[src/rtl/ila_pkg.sv]
`timescale 1ns / 1ps

package ila_pkg;

    // Store and lane limits
    localparam int MAX_INTERVALS = 256;
    localparam int MAX_LANES     = 16;

    localparam int TIME_W = 32;
    localparam int CFG_W  = 5;
    localparam int STAT_W = 2;
    localparam int ADDR_W = $clog2(MAX_INTERVALS);
    localparam int CNT_W  = $clog2(MAX_INTERVALS + 1);
    localparam int LANE_W = $clog2(MAX_LANES);
    localparam int LCNT_W = $clog2(MAX_LANES + 1);
    localparam int ENTRY_W = 2 * TIME_W + LANE_W;

    localparam logic [CFG_W-1:0] MIN_LANES_RST = CFG_W'(3);

    typedef enum logic [STAT_W-1:0] {
        ST_ASSIGNED = 2'd0,
        ST_SKIPPED  = 2'd1,
        ST_REJECTED = 2'd2
    } t_status;

    // Controller to datapath
    typedef struct packed {
        logic load;
        logic read;
        logic finish;
    } t_cmd;

    // Datapath to controller
    typedef struct packed {
        logic scan_end;
        logic skip;
        logic out_free;
    } t_sts;

    // Lane count that a pass starts from, saturated to the lane limit
    function automatic logic [LCNT_W-1:0] start_lanes(input logic [CFG_W-1:0] min_lanes);
        logic [LCNT_W-1:0] res;
        if (32'(min_lanes) > MAX_LANES) begin
            res = LCNT_W'(MAX_LANES);
        end else begin
            res = LCNT_W'(min_lanes);
        end
        return res;
    endfunction

endpackage

[src/rtl/ila_ctrl.sv]
`timescale 1ns / 1ps

module ila_ctrl import ila_pkg::*; (
    input  logic i_clk,
    input  logic i_rst_n,
    input  logic i_valid,
    output logic o_stall,
    input  t_sts i_sts,
    output t_cmd o_cmd
);

    typedef enum logic [1:0] {
        S_IDLE,
        S_SCAN,
        S_DRAIN,
        S_FIN
    } t_state;

    t_state r_state;
    t_state n_state;

    // Stall whenever an interval is in hand, and through reset
    assign o_stall = (r_state != S_IDLE) || !i_rst_n;

    // Next state and commands
    always_comb begin
        n_state = r_state;
        o_cmd   = '0;
        unique case (r_state)
            S_IDLE: begin
                if (i_valid) begin
                    o_cmd.load = 1'b1;
                    n_state    = S_SCAN;
                end
            end
            S_SCAN: begin
                if (i_sts.skip) begin
                    n_state = S_FIN;
                end else if (i_sts.scan_end) begin
                    n_state = S_DRAIN;
                end else begin
                    o_cmd.read = 1'b1;
                end
            end
            S_DRAIN: begin
                n_state = S_FIN;
            end
            S_FIN: begin
                if (i_sts.out_free) begin
                    o_cmd.finish = 1'b1;
                    n_state      = S_IDLE;
                end
            end
            default: begin
                n_state = S_IDLE;
            end
        endcase
    end

    // Hold state
    always_ff @(posedge i_clk) begin
        if (!i_rst_n) begin
            r_state <= S_IDLE;
        end else begin
            r_state <= n_state;
        end
    end

endmodule

[config.mk]
export PLATFORM = sky130hd
export DESIGN_NAME = ila_ctrl
export DESIGN_NICKNAME = d
export VERILOG_FILES = /design/src/rtl/ila_pkg.sv /design/src/rtl/ila_ctrl.sv
export SDC_FILE = /design/constraint.sdc
export NUM_CORES = 1
export LEC_CHECK = 0
export BUFFER_PORTS_ARGS = -buffer_cell sky130_fd_sc_hd__clkbuf_2
export CAP_MARGIN = 15
export CELL_PAD_IN_SITES_DETAIL_PLACEMENT = 2
export CELL_PAD_IN_SITES_GLOBAL_PLACEMENT = 2
export CORE_AREA = 2 2 39 41
export DETAILED_ROUTE_END_ITERATION = 8
export DIE_AREA = 0 0 41 43
export GPL_TIMING_DRIVEN = 0
export PLACE_DENSITY_LB_ADDON = 0.1
export RECOVER_POWER = 50
export SLEW_MARGIN = 10
export SYNTH_ARGS = -nofsm -noshare
export SYNTH_HDL_FRONTEND = slang
export SYNTH_SLANG_ARGS = --single-unit
export TNS_END_PERCENT = 100
[constraint.sdc]
create_clock -name i_clk -period 3.5 [get_ports i_clk]
set_input_delay 0.7 -clock i_clk [delete_from_list [all_inputs] [get_ports i_clk]]
set_output_delay 0.7 -clock i_clk [all_outputs]
set_load 0.1 [all_outputs]
==> results.md <==
- Die Ht: roughly 43 um
- CTS root buf: clkbuf_4
- Vias in the first global route: around 220
- #FFs+latches synth: 2
- Area of the die: approximately 0.0018 mm2
- Status: complete, no violations
- Largest reg by FF count: r_state
- Quantity of gates resized following cts: 0
- Detail Route Antenna Nets: 0
- Met1 usage: around 8%
- Worst hold endpoint: r_state[0]
- Mapped Nets: 34
- Crit path largest cell delay: ~860 ps
- Setup violators final: 0
- Xor/xnor cell area share of the yosys netlist: 0%
- Seq/Total Area, Yosys: between 10% and 20%
- CP Launch Type: register
- CTS tree: yes
- Post-CTS repair timing setup buffer count: 0
- H-tree levels: 1
- Mapped Area: ~220 um2
- Largest net degree at the start of global routing: 6
- Crit path capture type: output port
- Yosys warns: 0
- Max-cap violation count: 0
- Worst Path Class, Setup: reg -> out
- Routed via count: roughly 210
- Drt first pass iters: 1
- CP cell instances: ha_1 > and2_1 > clkbuf_1
- Met3 Resource Use GR: 0%
- Period utilisation layout: approximately three quarters
- Diode count: 0
- Clock Pin Slew Worst Setup and Hold Paths: ~30 ps
- CTS Buf Count: 3
- Grt total ovfl: 0
- M2 GR Usage: 10.63%
- Post-Route Setup TNS: 0 ps
- Min-delay src: r_state[0]
- Fmax: about 0.39 GHz
- Critical-path maximum fanout: 5
- RSZ-0062 raised after global routing: false
- Post-synthesis mux area share: 0%
- Final number of hold-violating endpoints: 0
- Die Wd: 41 um
- Fin. max-slew vios: 0
- Gpl congestion: roughly 0.64
- # rows: 14
- Clk sink count: 2
- Worst EP arrival: 1860 ps
- Via density per instance: around 4
- WL final: between 500 and 600 um
- FILL cells: 170
- End of the worst register-to-register path: r_state[0]
- Placed insts: 49
- Hold/Removal Path Class: reg -> reg
- Initial antenna violation count: 0
- # DRC: 0
- Post-synthesis simple-gate area fraction: between 30% and 40%
- Largest family of logic cells by synthesized area: simple AND/OR/NAND/NOR gates
- Post-Syn Instances: 24
- R2r setup slk: roughly 2000 ps
- Crit path time final: 2556 ps
- Number of top-level pins: 10
- CTS max path bufs: 2
- Netlist cell types: 15
- Starting Density: 15.55%
- Post-CTS Hold Fix Bufs: 0
- Port buffer count: 9
- Hold Path Cell Cnt: 2
- Reg2Reg Depth: 5
- Nets: 48
- Post-synthesis compound-gate area fraction: a little under a fifth
- Worst-Margin Slew: 1161 ps
- Core Area: between 0.001 and 0.0015 mm2
- Synth Area in Adders: a little under a quarter
- Hpwl dp: 426.9 um
- Slowest stage cell, crit path: clkbuf_1
- Mean routed wirelength per cell: 10.12 um
- Origin of the critical flop-to-flop path: r_state[1]
- Largest regs: r_state: 2 flops
- Req. time, crit path: between 2000 and 3000 ps
- Relative slew slack: 22.93%
- Average cell area after synthesis: 8.967 um2
- DR iter-0 viols: 0
- Area delta synth->final: 36.63%
- Layout cells sized above 1: a little over a third
- First-pass GRT wire length: around 790 um
- Global-route usage over all layers: between 7 and 8%
- Max reg flops: 2
- Post-route insts no fill: 52
- Later-pin clock latency in the skew report: between 200 and 250 ps
- GR peak layer: met2
- Clk_skew: approximately 5.3 ps
[routing by layer]
metal / wire, um / vias up
li1: - / 107
met4: 0 / 0
met3: 31 / 0
met5: 0 / -
met2: 281 / 7
met1: 213 / 99
[cell families after synthesis]
logic type,Yosys count
fa+ha+maj,4
compound gates,5
buf+inv,4
simple gates,9
flops,2
[cell usage in the layout (no fill, tap or decap)]
cell      Yosys  routed
and2_1        2       2
nand2_1       1       1
and3_1        0       1
nand4_1       1       1
clkbuf_2      0       8
or3b_1        0       1
a21oi_1       2       2
nand2b_1      1       1
clkbuf_4      0       3
a31o_1        1       1
inv_1         4       4
dfxtp_1       2       2
nand3_1       1       1
a31oi_1       1       1
a311oi_2      1       1
ha_1          4       4
clkbuf_1      0       1
nand2b_4      1       1
[layout make-up]
class	count	area, um2	area share (%)
inverter	4	15.01	5.106
sequential	2	40.04	13.62
timing repair buffer	9	43.79	14.89
tap	16	20.02	6.809
multi-input combinational	18	152.6	51.91
clock buffer	3	22.52	7.660
[how the worst max path moves through the flow]
stage / startpoint / end / slack [ps] / cells after the start
after floorplan: i_sts[1] / o_cmd[1] / 1090 / 2
after global placement: i_sts[1] / o_cmd[1] / 1080 / 4
after detailed placement: i_sts[1] / o_cmd[1] / 1080 / 4
after CTS: r_state[1] / o_cmd[1] / 1000 / 5
after global routing: r_state[0] / o_cmd[0] / 840 / 3
final: r_state[0] / o_cmd[0] / 940 / 3
[cells in the mapped netlist]
cell / count / share of area (%)
a311oi_2: 1 / 7.0
inv_1: 4 / 7.0
and2_1: 2 / 5.8
ha_1: 4 / 23
nand2b_4: 1 / 6.4
dfxtp_1: 2 / 19
nand2b_1: 1 / 2.9
or3b_4: 1 / 5.2
a31oi_1: 1 / 2.9
a31o_1: 1 / 4.1
a21oi_1: 2 / 4.7
nand3_1: 1 / 2.3
nand4_1: 1 / 2.9
and3_4: 1 / 5.2
nand2_1: 1 / 1.7
[worst max-delay path, delay by kind of cell (launching register included)]
family,cells,cell delay [ps]
AND/OR/NAND/NOR,1,140
adder cells (fa/ha/maj),1,240
buffers and inverters,1,860
flip-flops,1,400
[stage by stage]
stage               util [%]  instance area (um2)  worst slack [ps]  hold slack, ps
floorplan                  -                215.2              1094           533.1
global placement       20.25                280.3              1081           592.3
detailed placement     20.25                280.3              1079           594.7
CTS                    21.88                302.8              1005           599.2
global route           21.25                294.0             836.6           624.9
finish                 21.25                294.0             944.4           590.6
Power is left out: the tool's default activity adds up to more than one toggle a clock period on the data nets, which glitch-free logic cannot reach.
